**config.mk**
```make
export PLATFORM = sky130hd
export DESIGN_NAME = bssc_carrier
export DESIGN_NICKNAME = d
export VERILOG_FILES = /design/src/design/bssc_pkg.sv /design/src/design/bssc_carrier.sv
export SDC_FILE = /design/constraint.sdc
export NUM_CORES = 1
export LEC_CHECK = 0
export BUFFER_PORTS_ARGS = -buffer_cell sky130_fd_sc_hd__buf_2
export CORE_ASPECT_RATIO = 1.4
export CORE_UTILIZATION = 50
export CTS_CLUSTER_SIZE = 25
export DETAILED_ROUTE_END_ITERATION = 12
export GPL_ROUTABILITY_DRIVEN = 0
export GPL_TIMING_DRIVEN = 0
export PLACE_DENSITY = 0.71
export SLEW_MARGIN = 20
export SYNTH_ARGS = -nofsm -noshare
export SYNTH_HDL_FRONTEND = slang
export SYNTH_SLANG_ARGS = --single-unit
```
**constraint.sdc**
```tcl
create_clock -name clk_i -period 3.9 [get_ports clk_i]
set_input_delay 0.78 -clock clk_i [delete_from_list [all_inputs] [get_ports clk_i]]
set_output_delay 0.78 -clock clk_i [all_outputs]
set_load 0.03 [all_outputs]
```
**src/design/bssc_pkg.sv**
```systemverilog
// ----------------------------------------------------------------------------
// bssc_pkg: shared types and constants of the BLDC six-step speed controller
// Holds the configuration register set and its reset values, the register
// index codes, the sector and switch codes, and the carrier constants.
// ----------------------------------------------------------------------------
package bssc_pkg;

  // Default width of the internal phase current command
  localparam int unsigned DataWidthDef = 16;

  // Configuration port
  localparam int unsigned CfgIdxW  = 3;
  localparam int unsigned CfgDataW = 24;

  typedef enum logic [CfgIdxW-1:0] {
    CFG_SPEED_CMD     = 3'd0,
    CFG_SPEED_KP      = 3'd1,
    CFG_SPEED_KI      = 3'd2,
    CFG_TORQUE_LIM    = 3'd3,
    CFG_TORQUE_TO_CUR = 3'd4,
    CFG_CUR_GAIN      = 3'd5,
    CFG_VOLT_LIM      = 3'd6,
    CFG_CARRIER_STEP  = 3'd7
  } cfg_idx_e;

  typedef struct packed {
    logic [15:0] speed_command;      // signed Q12.4
    logic [15:0] speed_prop_gain;    // unsigned Q4.12
    logic [23:0] speed_int_gain;     // unsigned Q0.32
    logic [14:0] torque_limit;       // Q7.8
    logic [15:0] torque_to_current;  // Q8.8
    logic [9:0]  current_gain;       // integer V/A
    logic [14:0] voltage_limit;      // Q7.8
    logic [13:0] carrier_step;       // Q6.8
  } cfg_t;

  localparam cfg_t CfgRst = '{
    speed_command:     16'd0,
    speed_prop_gain:   16'd410,
    speed_int_gain:    24'd43,
    torque_limit:      15'd768,
    torque_to_current: 16'd1222,
    current_gain:      10'd100,
    voltage_limit:     15'd2304,
    carrier_step:      14'd614
  };

  // Commutation sector, sector 0 spans 330 to 30 degrees
  typedef enum logic [2:0] {
    SEC0 = 3'd0,
    SEC1 = 3'd1,
    SEC2 = 3'd2,
    SEC3 = 3'd3,
    SEC4 = 3'd4,
    SEC5 = 3'd5
  } sector_e;

  // Phase leg drive
  typedef enum logic [1:0] {
    SW_LOW   = 2'd0,
    SW_HIGH  = 2'd1,
    SW_FLOAT = 2'd2
  } switch_e;

  // Pipeline step: adv moves all stages, vld marks a real request moving in
  typedef struct packed {
    logic adv;
    logic vld;
  } stage_ctl_t;

  // Triangle carrier, Q8.8 on a period of 40.0 with peak 10.0
  localparam int unsigned CarrierW      = 40;
  localparam int unsigned TriW          = 17;
  localparam int unsigned CarrierPeak   = 2560;
  localparam int unsigned CarrierPeriod = 10240;

  // Rotor angle in tenths of a degree
  localparam int unsigned AngleFull = 3600;
  localparam int unsigned SecBound0 = 300;
  localparam int unsigned SecBound1 = 900;
  localparam int unsigned SecBound2 = 1500;
  localparam int unsigned SecBound3 = 2100;
  localparam int unsigned SecBound4 = 2700;
  localparam int unsigned SecBound5 = 3300;

endpackage

```
**src/design/bssc_carrier.sv**
```systemverilog
// ----------------------------------------------------------------------------
// bssc_carrier: triangle carrier for the phase comparators
// Gives the carrier value of the current tick and advances the phase by the
// configured step once per request, folding it back by one period.
// ----------------------------------------------------------------------------
module bssc_carrier (
  input  logic                                clk_i,
  input  logic                                rst_ni,
  input  bssc_pkg::stage_ctl_t                ctl_i,
  input  logic [13:0]                         carrier_step_i,
  output logic signed [bssc_pkg::TriW-1:0]    tri_o
);

  localparam int unsigned PW = bssc_pkg::CarrierW;

  localparam logic [PW-1:0]      Peak      = PW'(bssc_pkg::CarrierPeak);
  localparam logic [PW-1:0]      Peak3     = PW'(3 * bssc_pkg::CarrierPeak);
  localparam logic signed [PW:0] Peak2S    = (PW+1)'(2 * bssc_pkg::CarrierPeak);
  localparam logic signed [PW:0] PeriodS   = (PW+1)'(bssc_pkg::CarrierPeriod);
  localparam logic [PW:0]        PeriodU   = (PW+1)'(bssc_pkg::CarrierPeriod);
  localparam logic signed [PW:0] TriMaxS   = (PW+1)'((1 << (bssc_pkg::TriW - 1)) - 1);

  // The phase register is wider than one period so that a step above the
  // period is still tracked exactly
  logic [PW-1:0]      phase_q, phase_d;
  logic signed [PW:0] p_s;
  logic signed [PW:0] tri_w;
  logic [PW:0]        sum;

  assign p_s = {1'b0, phase_q};

  // Fold the phase into the triangle
  always_comb begin
    if (phase_q < Peak) begin
      tri_w = p_s;
    end else if (phase_q < Peak3) begin
      tri_w = Peak2S - p_s;
    end else begin
      tri_w = p_s - PeriodS;
    end
  end

  // Values above the largest voltage demand compare the same when capped
  assign tri_o = (tri_w > TriMaxS) ? TriMaxS[bssc_pkg::TriW-1:0]
                                   : tri_w[bssc_pkg::TriW-1:0];

  // Advance the phase, subtract one period on wrap
  always_comb begin
    sum = {1'b0, phase_q} + (PW+1)'(carrier_step_i);
    if (sum >= PeriodU) begin
      sum = sum - PeriodU;
    end
    phase_d = sum[PW-1:0];
  end

  always_ff @(posedge clk_i or negedge rst_ni) begin
    if (!rst_ni) begin
      phase_q <= '0;
    end else if (ctl_i.adv && ctl_i.vld) begin
      phase_q <= phase_d;
    end
  end

endmodule

```
Word level (Yosys, flattened, before mapping)
Cells that the tools add are included.

word-level totals
  bits in read-only memories = 0
  memories = 0
  bits in latches = 0
  bits in writable memories = 0
  bits in registers = 40

operators by class
  bitwise gates (word level) = 0
  mux-type cells = 4
  reductions and logical operators = 1
  add/subtract/negate cells = 4
  multiply operators = 0
  divide/modulo/power cells = 0
  eq/ne operators = 0
  shifts and indexed selects = 0
  $lt $le $gt $ge = 4

operator list
  cell                                                                            count
  41-bit two-way mux                                                              2
  40-bit by 14-bit adder with 41-bit output                                       1
  41-bit by 14-bit >= comparator with 1-bit output, second input constant         1
  41-bit by 17-bit > comparator with 1-bit output, second input constant          1
  13-bit by 40-bit subtractor with 41-bit output, first input constant            1
  40-bit by 14-bit subtractor with 41-bit output, second input constant           1
  40-bit by 12-bit less-than comparator with 1-bit output, second input constant  1
  40-bit by 13-bit less-than comparator with 1-bit output, second input constant  1
  40-bit two-way mux                                                              1
  40-bit by 14-bit subtractor with 40-bit output, second input constant           1
  17-bit two-way mux                                                              1
  1-bit logical AND                                                               1

Depth between registers and ports, before layout
  word-level depth = 5
  depth in mapped cells = 16

Worst setup path after synthesis
OpenSTA, ideal clock, no wires.

  path type = input port to flip-flop
  start point = input port carrier_step_i[0]
  end point = register phase_q[12]
  data required time = 3.817 ns
  library setup time = 0.083 ns
  stages = 14
  arrival = 4.297 ns
  setup slack = -0.480 ns
  cell sequence = ha_1 > fa_1 > a21o_1 > a221o_1 > a2111o_1 > nand2_2 > o221ai_2 > a222oi_1 > nand2_2 > nor4_4 > and2_1 > buf_2 > mux2_2 > o21ai_0

on the way
  word-level cells in the longest chain between the ends = 3
  elaborated cells between the ends (all ways) = 4

RTL lines
  element                                                                                                             RTL line                                source
  start: declaration                                                                                                  bssc_carrier.sv:10                      input logic [13:0] carrier_step_i,
  40-bit by 14-bit adder with 41-bit output *                                                                         bssc_carrier.sv:49                      sum = {1'b0, phase_q} + (PW+1)'(carrier_step_i);
  40-bit by 14-bit subtractor with 40-bit output or 41-bit by 14-bit >= comparator with 1-bit output (tied branches)  bssc_carrier.sv:51, bssc_carrier.sv:50
  40-bit two-way mux *                                                                                                bssc_carrier.sv:50                      if (sum >= PeriodU) begin
  end signal: assignment                                                                                              bssc_carrier.sv:60                      phase_q <= phase_d;
  end: declaration                                                                                                    bssc_carrier.sv:25                      logic [PW-1:0] phase_q, phase_d;

Mark *: on every way between the ends. The rest lies on a longest branch, timed or not.
A chain may end at the register's enable or synchronous reset.

Final worst setup path
  start point = input port carrier_step_i[0]
  end point = register phase_q[21]

The elaborated chain is that of the path after synthesis.

==> results.py <==
metrics = {
    "placement": {
        "port_buffers": 34,
        "dp_hpwl_um": 13600,
    },
    "power_and_ir_drop": {
        "leakagePower_nw": 2.69,
        "powerDensity_mw_per_mm2": 519,
        "total_power_mw": 3.64,
        "peakVddDrop_mv": 0.496,
    },
    "floorplanning": {
        "dieArea_sq_mm": 0.0106,
        "fp.dieH_um": 122,
        "coreArea_sq_mm": 0.00995,
        "ios": 35,
        "start_util_pct": 51.4,
        "die_x_um": 87.5,
        "rows": 43,
    },
    "layout": {
        "layout-drive-gt1-share_pct": 30.5,
        "nNetsFinal": 846,
        "nFillCells": 755,
        "n_antenna_cell": 0,
        "largest_reg_flops": 40,
        "syn_to_final_growth_pct": 36.9,
        "regMostFlops": "phase_q",
        "reg.largest.list": "phase_q (40)",
    },
    "grt": {
        "track_usage_pct": 39.4,
        "grt_overflow": 0,
        "grt_pass1_wl_um": 31700,
        "grt_pass1_vias": 6121,
        "grt_max_degree": 41,
        "antenna_found_initial": 0,
    },
    "clock_tree": {
        "htree_levels": 2,
        "worstSkewPairLatency_ns": 0.29,
        "cts_tree": "built",
        "cts_buffers": 5,
        "clock-sinks": 40,
        "cts_root_buffer": "clkbuf_16",
        "clk_path_buf_depth": 2,
        "clk_pin_slew_worst_paths_ns": 0.06,
        "cts_hold_buffers": 0,
    },
    "synthesis": {
        "yosysUniqueCellTypes": 71,
        "synth.avg_cell_area_sq_um": 7.21,
        "yosysWarnings": 0,
        "synthFlopType": "dfrtp_1",
        "syn-cell-area_sq_mm": 0.00512,
        "synth_edf_count": 0,
        "yosys-top-cells-area": "dfrtp_1 (20%), nand2_1 (7.0%), xnor2_1 (6.3%)",
        "yosysSeqAreaShare_pct": 19.6,
        "synthCells": 710,
        "yosys.area.top_type_share_pct": 19.6,
        "ys_async_sr_fraction_pct": 100,
        "synth_top_area_cell": "dfrtp_1",
        "yosys_register_bits": 40,
        "syn_nets": 747,
    },
    "flow_run": {
        "drv_cap": 0,
    },
    "worst_setup_path": {
        "start_kind": "input port",
        "crit_arrival_ns": 4.49,
        "path_class": "in -> reg",
        "setup.worst_path.end_class": "flop",
        "cp.required_ns": 4.08,
        "cp_max_fo": 8,
    },
    "routing": {
        "drt-initial-drc-count": 871,
        "wirelength_um": 20600,
        "drc": 0,
        "first_pass_iters": 7,
        "avgRoutedWirePerCell_um": 21.9,
        "num_vias": 6414,
        "avgViaCountPerCell": 6.81,
        "ant_nets": 0,
    },
    "sta": {
        "rsz0062_at_grt": "true",
        "post-route-period-util_pct": 110,
        "slew_violations": 0,
        "relSlewSlack_pct": 42.4,
        "period_needed_ns": 4.31,
        "fin_skew_ns": 0.0111,
        "setup_viol": 44,
        "fin_ws_ns": -0.409,
        "hold_violations": 0,
        "max_freq_mhz": 232,
        "worstMarginPinSlew_ns": 0.864,
        "holdWs_ns": 0.464,
    },
    "run_status": {
        "failed_checks": "negative setup slack",
        "status": "finished, violations left",
    },
    "worst_hold_path": {
        "holdCritPathClass": "in -> async",
    },
}
[critical path: stages]
cell and delay, ns:
buf_6 0.10, ha_4 0.15, fa_2 0.33, a21o_1 0.21, a221o_2 0.39, a2111o_1 0.46, buf_6 0.17, nand3_4 0.06
or3_4 0.13, and4_4 0.23, nand4b_1 0.11, buf_6 0.16, nor4_4 0.34, buf_6 0.24, buf_12 0.17, nand2_8 0.09
a22o_1 0.23, o211ai_1 0.14
[cell usage in the layout, fill, tap and decap left out, types with 6 or more instances in the layout]
cell      Yosys  layout
a211o_1       7       7
a211oi_1     15       6
a211oi_2      0       7
a21o_1       11      11
a21oi_1      42      30
a21oi_2       1       8
and2_1       13      10
and3_1       21      19
and4_1        8       7
buf_2         9      22
buf_4         0      47
buf_6         2      36
clkbuf_1     30      18
dfrtp_1      40      36
ha_1         18      16
inv_1        14      14
mux2i_1      13      10
nand2_1      95      78
nand2_2       3      15
nand2b_1      7       7
nand3_1      40      35
nand4_1      16      16
nor2_1       54      51
nor2b_1       6       6
nor3_1       34      25
o211ai_1     12      12
o21ai_0      32      22
o21ai_1       3       8
or3_1        13      11
xnor2_1      37      35
xor2_1       15      14
[final timing paths]
kind | startpoint | endpoint | slack, ns | cells past startpoint
worst max-delay path | carrier_step_i[0] | phase_q[21] | -0.41 | 18
worst min-delay path | rst_ni | phase_q[20] | 0.46 | 1
worst max register to register | phase_q[9] | phase_q[21] | -0.34 | 17
worst min register to register | phase_q[36] | phase_q[36] | 0.62 | 2
max in group asynchronous | rst_ni | phase_q[35] | 2.94 | 2
min in group clk_i | phase_q[36] | phase_q[36] | 0.62 | 2
[Yosys cell counts, types with 13 or more instances]
cell,instances
a21oi_1,42
ha_1,18
a211oi_1,15
mux2i_1,13
nand2_1,95
dfrtp_1,40
xor2_1,15
nand4_1,16
nand3_1,40
and2_1,13
nor2_1,54
nor3_1,34
inv_1,14
clkbuf_1,30
and3_1,21
xnor2_1,37
o21ai_0,32
or3_1,13
[layout make-up]
type / instances / area (sq um) / share of cell area (%)
flip-flops and latches: 40 / 1010 / 14.4
well taps: 135 / 169 / 2.41
repair buffers: 99 / 865 / 12.3
plain buffers: 36 / 250 / 3.57
multi-input cells: 613 / 4530 / 64.8
clock buffers: 5 / 125 / 1.79
inverters: 14 / 52.6 / 0.751
[where the power goes]
part / total [mW] / switching, mW / internal, mW
Sequential: 0.722 / 0.205 / 0.516
Combinational: 2.52 / 1.57 / 0.954
Clock: 0.393 / 0.167 / 0.226
[layer usage]
metal	vias to the layer above	routed length [um]	track usage, %	share of wire (%)
li1	2826	-	-	-
met1	2995	6950	43.0	34
met2	436	9600	62.9	47
met3	157	1890	9.96	9.2
met4	0	2170	33.6	11
met5	-	0	0	0
[kinds of logic (layout without fill, tap and decap cells)]
logic type	count (synthesis)	after routing	synth area share, %
fa+ha+maj	19	19	4.79
flops	40	40	19.6
simple gates	353	353	35.7
buf+inv	57	154	4.70
compound gates	174	174	23.4
mux	15	15	2.98
xor+xnor	52	52	8.90
[through the flow]
step | std cells | setup slack [ns] | area [sq um] | util [%] | TNS (ns)
global route | 942 | -0.578 | 7000 | 70.3 | -20.05
finish | 942 | -0.409 | 7000 | 70.3 | -12.87
floorplan | 710 | -0.360 | 5190 | - | -6.70
CTS | 929 | -0.338 | 6610 | 66.4 | -11.22
global placement | 879 | -1.17 | 5530 | 55.5 | -41.45
detailed placement | 879 | -1.20 | 5530 | 55.5 | -42.89
[timing repair]
item | 4_1_cts | 5_1_grt
cloned | 3 | 0
resized for setup | 153 | 68
endpoints found under the setup margin | 45 | 45
buffers inserted | 47 | 17
pin swaps | 38 | 35
(Power assumes the default switching activity.)
