## config.mk

```make
export PLATFORM = sky130hd
export DESIGN_NAME = bssc_speed_loop
export DESIGN_NICKNAME = d
export VERILOG_FILES = /design/src/design/bssc_pkg.sv /design/src/design/bssc_speed_loop.sv
export SDC_FILE = /design/constraint.sdc
export NUM_CORES = 2
export LEC_CHECK = 0
export BUFFER_PORTS_ARGS = -buffer_cell sky130_fd_sc_hd__buf_2
export CAP_MARGIN = 20
export CORE_MARGIN = 2
export CORE_UTILIZATION = 60
export CTS_BUF_LIST = sky130_fd_sc_hd__clkbuf_8
export CTS_CLUSTER_SIZE = 25
export DETAILED_ROUTE_END_ITERATION = 8
export HOLD_SLACK_MARGIN = 0.05
export PLACE_DENSITY_LB_ADDON = 0.05
export SETUP_SLACK_MARGIN = 0.2
export SYNTH_ARGS = -nofsm -noshare
export SYNTH_HDL_FRONTEND = slang
export SYNTH_SLANG_ARGS = --single-unit
```

## constraint.sdc

```tcl
create_clock -name clk_i -period 64.4 [get_ports clk_i]
set_input_delay 12.88 -clock clk_i [delete_from_list [all_inputs] [get_ports clk_i]]
set_output_delay 12.88 -clock clk_i [all_outputs]
set_load 0.01 [all_outputs]
```

## src/design/bssc_pkg.sv

```systemverilog
// ----------------------------------------------------------------------------
// bssc_pkg: shared types and constants of the BLDC six-step speed controller
// Holds the configuration register set and its reset values, the register
// index codes, the sector and switch codes, and the carrier constants.
// ----------------------------------------------------------------------------
package bssc_pkg;

  // Default width of the internal phase current command
  localparam int unsigned DataWidthDef = 16;

  // Configuration port
  localparam int unsigned CfgIdxW  = 3;
  localparam int unsigned CfgDataW = 24;

  typedef enum logic [CfgIdxW-1:0] {
    CFG_SPEED_CMD     = 3'd0,
    CFG_SPEED_KP      = 3'd1,
    CFG_SPEED_KI      = 3'd2,
    CFG_TORQUE_LIM    = 3'd3,
    CFG_TORQUE_TO_CUR = 3'd4,
    CFG_CUR_GAIN      = 3'd5,
    CFG_VOLT_LIM      = 3'd6,
    CFG_CARRIER_STEP  = 3'd7
  } cfg_idx_e;

  typedef struct packed {
    logic [15:0] speed_command;      // signed Q12.4
    logic [15:0] speed_prop_gain;    // unsigned Q4.12
    logic [23:0] speed_int_gain;     // unsigned Q0.32
    logic [14:0] torque_limit;       // Q7.8
    logic [15:0] torque_to_current;  // Q8.8
    logic [9:0]  current_gain;       // integer V/A
    logic [14:0] voltage_limit;      // Q7.8
    logic [13:0] carrier_step;       // Q6.8
  } cfg_t;

  localparam cfg_t CfgRst = '{
    speed_command:     16'd0,
    speed_prop_gain:   16'd410,
    speed_int_gain:    24'd43,
    torque_limit:      15'd768,
    torque_to_current: 16'd1222,
    current_gain:      10'd100,
    voltage_limit:     15'd2304,
    carrier_step:      14'd614
  };

  // Commutation sector, sector 0 spans 330 to 30 degrees
  typedef enum logic [2:0] {
    SEC0 = 3'd0,
    SEC1 = 3'd1,
    SEC2 = 3'd2,
    SEC3 = 3'd3,
    SEC4 = 3'd4,
    SEC5 = 3'd5
  } sector_e;

  // Phase leg drive
  typedef enum logic [1:0] {
    SW_LOW   = 2'd0,
    SW_HIGH  = 2'd1,
    SW_FLOAT = 2'd2
  } switch_e;

  // Pipeline step: adv moves all stages, vld marks a real request moving in
  typedef struct packed {
    logic adv;
    logic vld;
  } stage_ctl_t;

  // Triangle carrier, Q8.8 on a period of 40.0 with peak 10.0
  localparam int unsigned CarrierW      = 40;
  localparam int unsigned TriW          = 17;
  localparam int unsigned CarrierPeak   = 2560;
  localparam int unsigned CarrierPeriod = 10240;

  // Rotor angle in tenths of a degree
  localparam int unsigned AngleFull = 3600;
  localparam int unsigned SecBound0 = 300;
  localparam int unsigned SecBound1 = 900;
  localparam int unsigned SecBound2 = 1500;
  localparam int unsigned SecBound3 = 2100;
  localparam int unsigned SecBound4 = 2700;
  localparam int unsigned SecBound5 = 3300;

endpackage

```

## src/design/bssc_speed_loop.sv

```systemverilog
// ----------------------------------------------------------------------------
// bssc_speed_loop: PI speed loop with back-calculation anti-windup
// Holds the 48-bit integrator and the clamp excess of the previous tick and
// produces the clamped torque command of the request in the input register.
// ----------------------------------------------------------------------------
module bssc_speed_loop (
  input  logic                     clk_i,
  input  logic                     rst_ni,
  input  bssc_pkg::stage_ctl_t     ctl_i,
  input  bssc_pkg::cfg_t           cfg_i,
  input  logic signed [15:0]       measured_speed_i,
  output logic signed [15:0]       torque_command_o
);

  localparam logic signed [47:0] IntegMax = {1'b0, {47{1'b1}}};
  localparam logic signed [47:0] IntegMin = {1'b1, {47{1'b0}}};
  localparam logic signed [27:0] ExcessMax = 28'sd65535;
  localparam logic signed [27:0] ExcessMin = -28'sd65536;

  logic signed [47:0] integ_q, integ_d;
  logic signed [16:0] excess_q, excess_d;
  logic signed [16:0] err;
  logic signed [21:0] inc;
  logic signed [46:0] inc_prod;
  logic signed [48:0] integ_sum;
  logic signed [33:0] prop_prod;
  logic signed [26:0] star;
  logic signed [26:0] lim;
  logic signed [26:0] lim_neg;
  logic signed [26:0] tcmd;
  logic signed [27:0] excess_full;

  // Speed error in Q.4
  assign err = {cfg_i.speed_command[15], cfg_i.speed_command}
             - {measured_speed_i[15], measured_speed_i};

  // Integrator step: (err*16 + excess) * Ki, saturated to 48 bits
  assign inc       = {err[16], err, 4'b0} + {{5{excess_q[16]}}, excess_q};
  assign inc_prod  = inc * $signed({1'b0, cfg_i.speed_int_gain});
  assign integ_sum = {integ_q[47], integ_q} + {{2{inc_prod[46]}}, inc_prod};

  always_comb begin
    if (integ_sum[48] != integ_sum[47]) begin
      integ_d = integ_sum[48] ? IntegMin : IntegMax;
    end else begin
      integ_d = integ_sum[47:0];
    end
  end

  // Unclamped torque: floored integrator plus floored proportional term
  assign prop_prod = err * $signed({1'b0, cfg_i.speed_prop_gain});
  assign star      = {{11{integ_d[47]}}, integ_d[47:32]}
                   + {prop_prod[33], prop_prod[33:8]};

  // Clamp to the symmetric torque limit
  assign lim     = {12'b0, cfg_i.torque_limit};
  assign lim_neg = -lim;

  always_comb begin
    if (star >= lim) begin
      tcmd = lim;
    end else if (star <= lim_neg) begin
      tcmd = lim_neg;
    end else begin
      tcmd = star;
    end
  end

  // Excess fed back to the integrator on the next tick
  assign excess_full = {tcmd[26], tcmd} - {star[26], star};

  always_comb begin
    if (excess_full > ExcessMax) begin
      excess_d = ExcessMax[16:0];
    end else if (excess_full < ExcessMin) begin
      excess_d = ExcessMin[16:0];
    end else begin
      excess_d = excess_full[16:0];
    end
  end

  assign torque_command_o = tcmd[15:0];

  // Commit the loop state once per accepted request
  always_ff @(posedge clk_i or negedge rst_ni) begin
    if (!rst_ni) begin
      integ_q  <= '0;
      excess_q <= '0;
    end else if (ctl_i.adv && ctl_i.vld) begin
      integ_q  <= integ_d;
      excess_q <= excess_d;
    end
  end

endmodule

```

; ---- Yosys cells after proc, flatten, opt, wreduce, memory -nomap -nowiden
; Index checks and enable logic that the tools add are counted.
[word_totals]
wordCells = 22
input_bits = 146
out_inout_bits = 16
ff_bits = 65
[classes]
muxes = 6
n_addsub = 6
multipliers = 2
n_eq_ne = 1
order_cmp = 4
reduce_logical = 1
[op_table]
columns = operator, count
row1 = $mux 48, 2
row2 = $mux 27, 2
row3 = $add 48x47->49, 1
row4 = $mul 22x25->47, 1
row5 = $mul 17x17->34, 1
row6 = $mux 17, 2
row7 = $gt 28x17->1 const B, 1
row8 = $lt 28x17->1 const B, 1
row9 = $sub 27x27->28, 1
row10 = $add 16x26->27, 1
row11 = $ge 27x16->1, 1
row12 = $le 27x27->1, 1
row13 = $neg 15->27, 1
row14 = $add 21x17->22, 1
row15 = $sub 16x16->17, 1
row16 = $logic_and 1x1->1, 1
row17 = $ne 1x1->1, 1

; ---- Depth between registers and ports, before layout
[logic_depth]
ltp_word = 14
depth_mapped = 88
depth_no_buf = 83

; ---- Worst setup path before layout
; No wires, ideal clock.
[synth_timing]
kind = input -> output
startpoint = input port cfg_i[110] (netlist name)
endpoint = output port torque_command_o[1]
path_stages = 70
path_slack_ns = 23.091
n_path_buf = 7
arrival_time_ns = 28.429
path_cell_list = inv_1 ha_1 fa_1 nor2b_1 o21ai_0 a21boi_0 o21ai_0 a21boi_0 o21ai_0 a21oi_1 nor2_1 xnor2_1 clkbuf_1 ha_1 a21o_1 or4_1 o21a_1 o311ai_1 [34 not listed] a311o_1 or2_1 a21o_1 a21oi_1 xor2_1 inv_1 ha_1 a21o_1 a21o_1 a211o_1 a21o_1 a221o_1 o21a_1 o21ai_1 buf_2 buf_2 a21oi_1 o21ai_0
[synth_between]
elab_chain_cells = 10
word_cells_on_any_way = 13
cone_classes = add/sub (4) / mul (2) / order compare (2) / eq/ne (1) / mux (4)
[synth_lines]
columns = item, line
row1 = from (decl), bssc_speed_loop.sv:10  ; input bssc_pkg::cfg_t cfg_i,
row2 = $sub 16x16->17 (*), bssc_speed_loop.sv:35  ; - {measured_speed_i[15], measured_speed_i};
row3 = $add 21x17->22 (*), bssc_speed_loop.sv:38  ; assign inc = {err[16], err, 4'b0} + {{5{excess_q[16]}}, excess_q};
row4 = $mul 22x25->47 (*), bssc_speed_loop.sv:39  ; assign inc_prod = inc * $signed({1'b0, cfg_i.speed_int_gain});
row5 = $add 48x47->49 (*), bssc_speed_loop.sv:40  ; assign integ_sum = {integ_q[47], integ_q} + {{2{inc_prod[46]}}, inc_prod};
row6 = $mux 48 or $ne 1x1->1 (tied branches), "bssc_speed_loop.sv:44, bssc_speed_loop.sv:43"
row7 = $mux 48 (*), bssc_speed_loop.sv:43  ; if (integ_sum[48] != integ_sum[47]) begin
row8 = via integ_d[33], bssc_speed_loop.sv:20  ; logic signed [47:0] integ_q, integ_d;
row9 = $add 16x26->27 (*), bssc_speed_loop.sv:53  ; + {prop_prod[33], prop_prod[33:8]};
row10 = $le 27x27->1, bssc_speed_loop.sv:62  ; end else if (star <= lim_neg) begin
row11 = $mux 27, bssc_speed_loop.sv:62
row12 = $mux 27 (*), bssc_speed_loop.sv:60  ; if (star >= lim) begin
row13 = to (decl), bssc_speed_loop.sv:12  ; output logic signed [15:0] torque_command_o
; Mark *: on every way through the listed nets, which the timed path passes. The rest lies on a longest branch.

; ---- Worst setup path in the final report
[layout_timing]
startpoint = input port cfg_i[110] (netlist name)
endpoint = output port torque_command_o[6]
; Same word-level chain as after synthesis.

==> flow_summary.toml <==
[placed_design]
port_buffers = 106
gp_congestion = 0.923
dpl.cell_count = 5391
hpwl_um = 80500
preCtsSetupSlack_ns = 19.67

[clocking]
cts_buffers = 9
cts_setup_buffers = 0
cts_hold_buf = 0
cts.htree.levels = 3
clockRootBuffer = "clkbuf_8"
worstSkewPairLatency_ns = 0.37
path_clk_slew_ns = 0.09
cts_resized = 0
cts.sinks = 65
cts_tree = "built"
clockBufferDepth = 2

[worst_setup_path]
critPathKind = "in -> out"
max_stage_delay_ns = 0.73
cp_top_family = "compound AO/OA/AOI/OAI gates"
cpMaxStageDelayCell = "o21ai_2"
worstPathRequired_ns = 51.52
end_kind = "output port"
worstPathMaxFanout = 26
arrival_ns = 31.98
crit_path_frequent_cell = "fa_1"
crit_buf_inv = 12
start_kind = "input pin"

[global_route]
antenna_found_initial = 1
met1_usage_pct = 39.4
grt_pass1_vias = 31800
busiest_layer = "met2"
grt_pass1_wl_um = 164000
overflow = 0
grt_max_degree = 73
use_met3_pct = 2.14
use_met2_pct = 55.5
grt_usage_pct = 30.8

[drt]
first_pass_iters = 5
antenna_left = 0
drtIter0Drc = 1760
viasPerCell = 5.67
post_drt_wl_per_cell_um = 18.5
vias = 30700
route.detailed.drc = 0
wl_um = 100000

[finish]
area_growth_pct = 4.13
fillers = 5825
instances_no_fill = 5410
layout-drive-gt1-share_pct = 5.95
nets = 5869
fin_util_pct = 63.1

[sta]
post-route-period-util_pct = 69.7
maxSlewHeadroom_pct = 25.4
period_minus_slack_ns = 44.86
slew_violations = 0
tightest_slew_ns = 1.12
tns_ns = 0
worst_slack_ns = 19.54
fin_skew_ns = 0.0153
clock.fmax_mhz = 22.3
rsz0062_at_grt = "no"
hold_viol_final = 0
setup_viol = 0

[die]
coreArea_um2 = 64300
io_pins = 162
row_count = 93
die_h_um = 259
dieArea_um2 = 67000
initial_utilization_pct = 60.6
die_w_um = 259

[synth]
ys_async_sr_fraction_pct = 100
synth_fp_nets = 5897
avgSynthCellArea_um2 = 8.52
syn_inst = 4577
synth-seq-area-share_pct = 4.17
yosysWarnings = 0
synth-seq-cells = 65
ys.flop_type = "dfrtp_1"
synth_cell_type_count = 95
netlist_area_um2 = 39000
synth_edf_count = 0

[job]
maxCapViolCount = 0

[outcome]
status = "complete, no violations"

[min_path]
hp-class = "reg -> reg"
area by class of cell:
type                            instances  area, µm²  area share, %
Timing Repair Buffer                  153        907           2.24
Multi-Input combinational cell       3286      32900           81.1
Sequential cell                        65       1630           4.01
Antenna cell                            1       2.50        0.00617
Tap cell                              855       1070           2.64
Clock buffer                            9        124          0.305
Clock inverter                          7       71.3          0.176
Inverter                             1034       3880           9.56
path summary, 6_finish.rpt:
kind	cells past startpoint	startpoint	slack, ns	end
max in group asynchronous	2	rst_ni	51.03	integ_q[39]
min in group asynchronous	2	rst_ni	12.75	integ_q[7]
setup reg to reg	71	excess_q[4]	42.87	excess_q[11]
hold reg to reg	2	integ_q[9]	0.48	integ_q[9]
hold / removal	2	integ_q[9]	0.48	integ_q[9]
setup / recovery	71	cfg_i[110]	19.54	torque_command_o[6]
kinds of logic (layout without fill, tap and decap cells):
group           after synthesis  in the layout  synth area share [%]
mux                          31             31                 0.864
simple gates               1367           1367                  17.3
fa+ha+maj                  1174           1174                  52.5
compound gates              589            589                  10.5
buf+inv                    1226           1203                  11.9
xor+xnor                    125            125                  2.81
flops                        65             65                  4.17
other cells                   0              1                     0
per-stage QoR:
step / cell area (µm²) / hold WS (ns)
finish: 40600 / 0.483
global route: 40600 / 0.512
CTS: 40500 / 0.489
detailed placement: 40300 / 0.467
global placement: 40300 / 0.465
floorplan: 39000 / 0.445
per-layer routing:
layer / wire length [µm] / vias up / part of all wire (%)
met3: 4460 / 197 / 4.5
met2: 51300 / 784 / 51
met4: 3330 / 0 / 3.3
met5: 0 / - / 0
met1: 41000 / 15500 / 41
li1: - / 14200 / -
tightest hold or removal path: cells and delay by family (launching register included):
family / cells / cell delay, ns
DFF: 1 / 0.36
and+or+nand+nor: 2 / 0.10
Yosys cell counts, types with 65 or more instances:
| library cell | number | area (µm²) |
|---|---|---|
| inv_1 | 1033 | 3880 |
| fa_1 | 767 | 15400 |
| nand2_1 | 542 | 2030 |
| ha_1 | 407 | 5090 |
| and2_1 | 254 | 1590 |
| clkbuf_1 | 178 | 668 |
| nor2_1 | 177 | 664 |
| o21ai_0 | 127 | 636 |
| a21oi_1 | 118 | 591 |
| xnor2_1 | 90 | 788 |
| a21o_1 | 82 | 616 |
| dfrtp_1 | 65 | 1630 |
cell usage in the layout, fill, tap and decap left out, types with 9 or more instances in the layout:
cell,n
a211o_1,12
a211oi_1,20
a21boi_0,11
a21o_1,82
a21oi_1,118
a31oi_1,15
and2_1,253
and3_1,55
and4_1,10
buf_2,106
buf_4,45
clkbuf_8,9
dfrtp_1,65
fa_1,767
ha_1,407
inv_1,1035
mux2_2,21
mux2i_1,9
nand2_1,542
nand2b_1,52
nand3_1,61
nand4_1,32
nor2_1,176
nor2b_1,45
nor3_1,45
nor3b_1,21
nor4_1,17
o211ai_1,9
o21a_1,24
o21ai_0,126
o21bai_1,16
o22ai_1,9
o22ai_2,10
o31a_1,10
o31ai_1,20
or2_2,17
or3_1,15
xnor2_1,83
xor2_1,33
registers in the layout, summed over array words and instances (netlist names):
name,count
integ_q,48
excess_q,17
Power is left out: the tool's default activity adds up to more than one toggle a clock period on the data nets, which glitch-free logic cannot reach.
