--- src/design/bssc_pkg.sv ---
// ----------------------------------------------------------------------------
// bssc_pkg: shared types and constants of the BLDC six-step speed controller
// Holds the configuration register set and its reset values, the register
// index codes, the sector and switch codes, and the carrier constants.
// ----------------------------------------------------------------------------
package bssc_pkg;

  // Default width of the internal phase current command
  localparam int unsigned DataWidthDef = 16;

  // Configuration port
  localparam int unsigned CfgIdxW  = 3;
  localparam int unsigned CfgDataW = 24;

  typedef enum logic [CfgIdxW-1:0] {
    CFG_SPEED_CMD     = 3'd0,
    CFG_SPEED_KP      = 3'd1,
    CFG_SPEED_KI      = 3'd2,
    CFG_TORQUE_LIM    = 3'd3,
    CFG_TORQUE_TO_CUR = 3'd4,
    CFG_CUR_GAIN      = 3'd5,
    CFG_VOLT_LIM      = 3'd6,
    CFG_CARRIER_STEP  = 3'd7
  } cfg_idx_e;

  typedef struct packed {
    logic [15:0] speed_command;      // signed Q12.4
    logic [15:0] speed_prop_gain;    // unsigned Q4.12
    logic [23:0] speed_int_gain;     // unsigned Q0.32
    logic [14:0] torque_limit;       // Q7.8
    logic [15:0] torque_to_current;  // Q8.8
    logic [9:0]  current_gain;       // integer V/A
    logic [14:0] voltage_limit;      // Q7.8
    logic [13:0] carrier_step;       // Q6.8
  } cfg_t;

  localparam cfg_t CfgRst = '{
    speed_command:     16'd0,
    speed_prop_gain:   16'd410,
    speed_int_gain:    24'd43,
    torque_limit:      15'd768,
    torque_to_current: 16'd1222,
    current_gain:      10'd100,
    voltage_limit:     15'd2304,
    carrier_step:      14'd614
  };

  // Commutation sector, sector 0 spans 330 to 30 degrees
  typedef enum logic [2:0] {
    SEC0 = 3'd0,
    SEC1 = 3'd1,
    SEC2 = 3'd2,
    SEC3 = 3'd3,
    SEC4 = 3'd4,
    SEC5 = 3'd5
  } sector_e;

  // Phase leg drive
  typedef enum logic [1:0] {
    SW_LOW   = 2'd0,
    SW_HIGH  = 2'd1,
    SW_FLOAT = 2'd2
  } switch_e;

  // Pipeline step: adv moves all stages, vld marks a real request moving in
  typedef struct packed {
    logic adv;
    logic vld;
  } stage_ctl_t;

  // Triangle carrier, Q8.8 on a period of 40.0 with peak 10.0
  localparam int unsigned CarrierW      = 40;
  localparam int unsigned TriW          = 17;
  localparam int unsigned CarrierPeak   = 2560;
  localparam int unsigned CarrierPeriod = 10240;

  // Rotor angle in tenths of a degree
  localparam int unsigned AngleFull = 3600;
  localparam int unsigned SecBound0 = 300;
  localparam int unsigned SecBound1 = 900;
  localparam int unsigned SecBound2 = 1500;
  localparam int unsigned SecBound3 = 2100;
  localparam int unsigned SecBound4 = 2700;
  localparam int unsigned SecBound5 = 3300;

endpackage

--- src/design/bssc_phase_ctrl.sv ---
// ----------------------------------------------------------------------------
// bssc_phase_ctrl: commutation and per-phase current loops
// Maps the sector to the current targets of the two conducting phases, runs
// the clamped proportional current loop on each and compares with the carrier.
// ----------------------------------------------------------------------------
module bssc_phase_ctrl #(
  parameter int unsigned DATA_WIDTH = bssc_pkg::DataWidthDef
) (
  input  logic signed [DATA_WIDTH-1:0]        cur_cmd_i,
  input  bssc_pkg::sector_e                   sector_i,
  input  logic signed [15:0]                  current_a_i,
  input  logic signed [15:0]                  current_b_i,
  input  logic signed [15:0]                  current_c_i,
  input  logic signed [bssc_pkg::TriW-1:0]    tri_i,
  input  bssc_pkg::cfg_t                      cfg_i,
  output bssc_pkg::switch_e                   switch_a_o,
  output bssc_pkg::switch_e                   switch_b_o,
  output bssc_pkg::switch_e                   switch_c_o
);

  localparam int unsigned DiffW = ((DATA_WIDTH > 16) ? DATA_WIDTH : 16) + 2;
  localparam int unsigned VW    = DiffW + 11;

  // Proportional current loop of one phase, clamped, against the carrier
  function automatic bssc_pkg::switch_e drive(
    input logic signed [DiffW-1:0]          tgt,
    input logic signed [15:0]               meas,
    input logic [9:0]                       gain,
    input logic [14:0]                      vlim,
    input logic signed [bssc_pkg::TriW-1:0] tri_v
  );
    logic signed [DiffW-1:0] diff;
    logic signed [VW-1:0]    v;
    logic signed [VW-1:0]    vl;
    logic signed [VW-1:0]    vcl;
    diff = tgt - DiffW'(meas);
    v    = diff * $signed({1'b0, gain});
    vl   = VW'($signed({1'b0, vlim}));
    if (v > vl) begin
      vcl = vl;
    end else if (v < -vl) begin
      vcl = -vl;
    end else begin
      vcl = v;
    end
    return (vcl >= VW'(tri_v)) ? bssc_pkg::SW_HIGH : bssc_pkg::SW_LOW;
  endfunction

  logic signed [DiffW-1:0] ip_pos;
  logic signed [DiffW-1:0] ip_neg;

  assign ip_pos = DiffW'(cur_cmd_i);
  assign ip_neg = -ip_pos;

  // One phase floats, one takes +I and one takes -I
  always_comb begin
    unique case (sector_i)
      bssc_pkg::SEC0: begin
        switch_a_o = bssc_pkg::SW_FLOAT;
        switch_b_o = drive(ip_neg, current_b_i, cfg_i.current_gain,
                           cfg_i.voltage_limit, tri_i);
        switch_c_o = drive(ip_pos, current_c_i, cfg_i.current_gain,
                           cfg_i.voltage_limit, tri_i);
      end
      bssc_pkg::SEC1: begin
        switch_a_o = drive(ip_pos, current_a_i, cfg_i.current_gain,
                           cfg_i.voltage_limit, tri_i);
        switch_b_o = drive(ip_neg, current_b_i, cfg_i.current_gain,
                           cfg_i.voltage_limit, tri_i);
        switch_c_o = bssc_pkg::SW_FLOAT;
      end
      bssc_pkg::SEC2: begin
        switch_a_o = drive(ip_pos, current_a_i, cfg_i.current_gain,
                           cfg_i.voltage_limit, tri_i);
        switch_b_o = bssc_pkg::SW_FLOAT;
        switch_c_o = drive(ip_neg, current_c_i, cfg_i.current_gain,
                           cfg_i.voltage_limit, tri_i);
      end
      bssc_pkg::SEC3: begin
        switch_a_o = bssc_pkg::SW_FLOAT;
        switch_b_o = drive(ip_pos, current_b_i, cfg_i.current_gain,
                           cfg_i.voltage_limit, tri_i);
        switch_c_o = drive(ip_neg, current_c_i, cfg_i.current_gain,
                           cfg_i.voltage_limit, tri_i);
      end
      bssc_pkg::SEC4: begin
        switch_a_o = drive(ip_neg, current_a_i, cfg_i.current_gain,
                           cfg_i.voltage_limit, tri_i);
        switch_b_o = drive(ip_pos, current_b_i, cfg_i.current_gain,
                           cfg_i.voltage_limit, tri_i);
        switch_c_o = bssc_pkg::SW_FLOAT;
      end
      default: begin
        switch_a_o = drive(ip_neg, current_a_i, cfg_i.current_gain,
                           cfg_i.voltage_limit, tri_i);
        switch_b_o = bssc_pkg::SW_FLOAT;
        switch_c_o = drive(ip_pos, current_c_i, cfg_i.current_gain,
                           cfg_i.voltage_limit, tri_i);
      end
    endcase
  end

endmodule
--- config.mk ---
export PLATFORM = sky130hd
export DESIGN_NAME = bssc_phase_ctrl
export DESIGN_NICKNAME = d
export VERILOG_FILES = /design/src/design/bssc_pkg.sv /design/src/design/bssc_phase_ctrl.sv
export SDC_FILE = /design/constraint.sdc
export NUM_CORES = 2
export LEC_CHECK = 0
export ABC_CLOCK_PERIOD_IN_PS = 19140
export BUFFER_PORTS_ARGS = -buffer_cell sky130_fd_sc_hd__buf_4
export CORE_MARGIN = 4
export CORE_UTILIZATION = 35
export DETAILED_ROUTE_END_ITERATION = 8
export MAX_ROUTING_LAYER = met4
export SYNTH_ARGS = -nofsm -noshare
export SYNTH_HDL_FRONTEND = slang
export SYNTH_SLANG_ARGS = --single-unit
export TNS_END_PERCENT = 30
--- constraint.sdc ---
create_clock -name vclk -period 19.14
set_clock_uncertainty 0.05 [all_clocks]
set_input_delay 0.957 -clock vclk [all_inputs]
set_output_delay 0.957 -clock vclk [all_outputs]
set_load 0.02 [all_outputs]
* Word-level counts from Yosys, hierarchy flattened
Index checks and enable logic that the tools add are counted.
** Operators by class
- Add/subtract/negate cells :: 8
- Reductions and logical operators :: 4
- Multipliers :: 6
- Eq/ne operators :: 4
- Mux-type cells :: 39
- $lt $le $gt $ge :: 24
** Operators by type and width (number)
- $mux 29 :: 24
- $ge 29x17->1 :: 12
- $gt 29x16->1 :: 3
- $lt 28x29->1 :: 3
- $lt 29x29->1 :: 3
- $mul 18x11->29 :: 3
- $gt 28x16->1 :: 3
- $mul 17x11->28 :: 3
- $sub 18x16->18 :: 3
- $sub 16x16->17 :: 3
- $neg 15->29 :: 1
- $pmux 2 s4 :: 3
- $neg 16->18 :: 1
- $mux 1 :: 12
- $eq 3x2->1 const B :: 2
- $reduce_or 5->1 :: 1
- $reduce_or 2->1 :: 2
- $eq 3x1->1 const B :: 1
- $eq 3x3->1 const B :: 1
- $logic_not 3->1 :: 1
** Storage, ports and cells
- Flip-flop bits (word level) :: 0
- Input bits :: 210
- Logic and storage cells :: 85
- Output and inout port bits :: 6

* Depth between registers and ports, before layout
- Depth after elaboration :: 10
- Depth in mapped cells :: 58
- Gate-level depth less buffers :: 56

* Worst setup path before layout
Ideal clock, no wire load.
- Kind :: in2out
- Start :: input port cur_cmd_i[2]
- End :: output port switch_c_o[0]
- Data required time :: 18.133 ns
- Arrival :: 12.134 ns
- Buffers on the path :: 3
- Path slack :: 5.999 ns
- Cell stages on the path :: 49
- Path through :: nor2_1 nand2_1 nor4_1 nand2b_1 nor4_1 nand2_1 xor2_1 ha_1 a21o_1 a21o_1 a21oi_1 a31oi_1 o21ai_1 clkbuf_1 nand3_1 fa_1 inv_1 fa_1 [13 not listed] or3b_2 ha_1 nor3b_1 a31oi_1 clkbuf_1 clkbuf_1 nor2_1 a211oi_1 ha_1 o21a_1 o21a_1 o21ai_0 a221o_1 a31oi_1 a2111oi_0 o2111ai_1 o2111a_1 a31o_2
** Between the ends
- Word-level cells in the longest chain between the ends :: 10
- Elaborated cells between the ends (all ways) :: 26
- Classes of those cells :: 3 x add/sub; 2 x mul; 8 x order compare; 13 x mux
** Ends and longest elaborated chain
- from (decl) :: RTL line bssc_phase_ctrl.sv:9 : input logic signed [DATA_WIDTH-1:0] cur_cmd_i,
- $neg 16->18 :: RTL line bssc_phase_ctrl.sv:53 : assign ip_neg = -ip_pos;
- $sub 18x16->18 :: RTL line bssc_phase_ctrl.sv:36 : diff = tgt - DiffW'(meas);
- $mul 18x11->29 :: RTL line bssc_phase_ctrl.sv:37 : v = diff * $signed({1'b0, gain});
- $lt 29x29->1 :: RTL line bssc_phase_ctrl.sv:41 : end else if (v < -vl) begin
- $mux 29 :: RTL line bssc_phase_ctrl.sv:41
- $mux 29 :: RTL line bssc_phase_ctrl.sv:39 : if (v > vl) begin
- $mux 29 :: RTL line bssc_phase_ctrl.sv:57 : unique case (sector_i)
- $ge 29x17->1 :: RTL line bssc_phase_ctrl.sv:46 : return (vcl >= VW'(tri_v)) ? bssc_pkg::SW_HIGH : bssc_pkg::SW_LOW;
- $mux 1 :: RTL line bssc_phase_ctrl.sv:46
- $pmux 2 s4 * :: RTL line bssc_phase_ctrl.sv:57
- to (decl) :: RTL line bssc_phase_ctrl.sv:18 : output bssc_pkg::switch_e switch_c_o
Mark *: on every way between the ends. The rest lies on a longest branch, timed or not. The select of a mux whose other input is x is not followed.

* Worst setup path in the final report
- Start :: input port cur_cmd_i[2]
- End :: output port switch_b_o[0]
** Between the ends
- Word-level cells in the longest chain between the ends :: 10
- Elaborated cells between the ends (all ways) :: 26
- Classes of those cells :: 3 x add/sub; 2 x mul; 8 x order compare; 13 x mux
** Ends and longest elaborated chain
- $neg 16->18 :: RTL line bssc_phase_ctrl.sv:53
- $sub 18x16->18 :: RTL line bssc_phase_ctrl.sv:36
- $mul 18x11->29 :: RTL line bssc_phase_ctrl.sv:37
- $lt 29x29->1 :: RTL line bssc_phase_ctrl.sv:41
- $mux 29 :: RTL line bssc_phase_ctrl.sv:41
- $mux 29 :: RTL line bssc_phase_ctrl.sv:39
- $mux 29 :: RTL line bssc_phase_ctrl.sv:57
- $ge 29x17->1 :: RTL line bssc_phase_ctrl.sv:46
- $mux 1 :: RTL line bssc_phase_ctrl.sv:46
- $pmux 2 s4 * :: RTL line bssc_phase_ctrl.sv:57
- to (decl) :: RTL line bssc_phase_ctrl.sv:17 : output bssc_pkg::switch_e switch_b_o,
Marks and branches as above.

==> flow_metrics.py <==
metrics = {
    "timing": {
        "fin_crit_ps": 16270,
        "rsz0062_at_grt": "false",
        "layout_setup_ws_ps": 2870,
        "finalSetupViolations": 0,
        "relSlewSlack_pct": 11.9,
        "fmax_mhz": 61.5,
        "final_hold_viol_count": 0,
        "slew_violations": 0,
        "finalSetupTns_ps": 0,
        "max_slew.worst_pin.slew_ps": 1310,
        "period_share_pct": 85.0,
    },
    "min_path": {
        "holdCritStartpoint": "sector_i[2]",
        "hold_path_end": "switch_a_o[1]",
        "hold_depth": 3,
        "min_path_type": "in2out",
    },
    "cts": {
        "holdBufCountCts": 0,
        "ctsResizeCount": 0,
        "post_cts_buffers": 0,
    },
    "layout": {
        "nNetsFinal": 9183,
        "final_cell_mix": "inv_1 (1,308), fa_1 (946), ha_1 (911)",
        "regArea_um2": 0,
        "seq_cell_count": 0,
        "clock_buffers": 0,
        "mostFrequentLayoutCell": "inv_1",
        "drive_above_1_share_pct": 3.91,
        "synthToLayoutAreaGrowth_pct": 6.20,
    },
    "global_routing": {
        "grt_pass1_wl_um": 294000,
        "grt_max_degree": 74,
        "track_usage_pct": 22.5,
        "grt_pass1_vias": 52300,
        "antenna_found_initial": 1,
        "grt_overflow": 0,
    },
    "floorplanning": {
        "dieWidth_um": 414,
        "design.portCount": 216,
        "dieHeight_um": 414,
        "start_util_pct": 35.3,
        "rows": 148,
        "die_area_um2": 171000,
        "core_um2": 163000,
    },
    "logic_synthesis": {
        "synth.yosys.seq_area_share_pct": 0,
        "synth.avg_cell_area_um2": 8.08,
        "yosysWarnings": 0,
        "ys_types": 83,
        "synth_cells": 7130,
        "syn_nets": 9197,
        "synthesis.area_um2": 57600,
    },
    "critical_path": {
        "start_kind": "input port",
        "cp-end-kind": "output port",
        "cpPeakStageDelay_ps": 770,
        "worstPathArrival_ps": 15260,
        "crit_type": "in2out",
        "cp_max_fo": 50,
        "path_common_cell": "fa_1",
        "cp.required_ps": 18130,
        "slowest_stage": "a2111oi_0",
    },
    "outcome": {
        "status": "finished, final reports clean",
    },
    "placement": {
        "dp_hpwl_um": 155000,
        "port_buffers": 115,
        "preCtsSetupSlack_ps": 2930,
        "place_congestion": 0.951,
    },
    "detailed_routing": {
        "dr_total_vias": 49700,
        "drtIter0Drc": 3381,
        "post_drt_wl_per_cell_um": 20.0,
        "drcViolationCount": 0,
        "dr.pass1.iters": 6,
        "wirelength_um": 186000,
        "avgViaCountPerCell": 5.35,
        "antenna_left": 0,
    },
    "job": {
        "cap_violations": 0,
    },
}
-- per-stage QoR --
stage | utilization [%] | std cells | area, µm² | hold WS (ps)
3_5_place_dp | 37.5 | 9289 | 61200 | 2300
2_1_floorplan | - | 7130 | 57600 | 2240
5_1_grt | 37.5 | 9290 | 61200 | 2300
6_report | 37.5 | 9290 | 61200 | 2280
3_3_place_gp | 37.5 | 9289 | 61200 | 2290
4_1_cts | 37.5 | 9289 | 61200 | 2300
-- critical path, delay by kind of cell --
kind | cells | cell delay, ps
fa+ha+maj | 9 | 4010
compound gates | 19 | 5130
xor+xnor | 1 | 750
buf+inv | 7 | 940
simple gates | 16 | 3420
-- how the worst max path moves through the flow --
stage                            start            end  slack, ps
after floorplan           cur_cmd_i[2]  switch_c_o[0]       6000
after global placement    cur_cmd_i[2]  switch_b_o[0]       2980
after detailed placement  cur_cmd_i[2]  switch_b_o[0]       2930
after CTS                 cur_cmd_i[2]  switch_b_o[0]       2840
after global routing      cur_cmd_i[2]  switch_b_o[0]       1890
final                     cur_cmd_i[2]  switch_b_o[0]       2870
-- layer usage --
metal	part of all wire, %	GRT usage (%)	up-vias
li1	-	-	23300
met1	40	26.4	24800
met2	51	40.2	1289
met3	4.9	1.66	315
met4	4.5	8.06	0
met5	0	-	-
-- cell usage after synthesis, drive strengths merged, types with 8 or more instances --
library cell	instances	area [µm²]
nand3	114	571
nor2b	156	976
o211ai	36	270
nor2	330	1240
a221oi	15	138
ha	911	11400
o22ai	11	68.8
o2111ai	10	87.6
a31oi	34	213
nor4	32	206
xnor2	169	1480
and3	65	407
nand2	728	2730
clkbuf	205	769
a21oi	399	2000
o21bai	32	240
or4	12	90.1
or2	23	144
a211oi	68	521
o311ai	9	78.8
o21a	71	533
o31ai	17	128
o31a	14	123
buf	13	70.1
mux2	8	90.1
nand4	81	507
nand2b	59	369
nor3	99	500
a21boi	21	158
a2111oi	18	158
and2	422	2640
o21ai	285	1430
xor2	60	526
fa	946	18900
a21o	134	1010
mux2i	50	500
a211o	18	158
or3	34	213
o211a	8	80.1
inv	1310	4920
a31o	8	70.1
-- logic make-up (layout without fill, tap and decap cells) --
group | count (synthesis) | in the layout | share of synthesized area, %
other | 0 | 1 | 0
buffers and inverters | 1529 | 1513 | 10.0
xor gates and xnor gates | 229 | 229 | 3.48
AOI/OAI and AO/OA | 1273 | 1273 | 14.0
and+or+nand+nor | 2184 | 2184 | 18.8
adders and majority gates | 1857 | 1857 | 52.7
muxes | 58 | 58 | 1.03
-- cell type report --
cell class                      count  area (µm²)
Multi-Input combinational cell   5601       52000
Timing Repair Buffer              202        1520
Inverter                         1311        4920
Fill cell                       16800      102000
Antenna cell                        1        2.50
Tap cell                         2175        2720
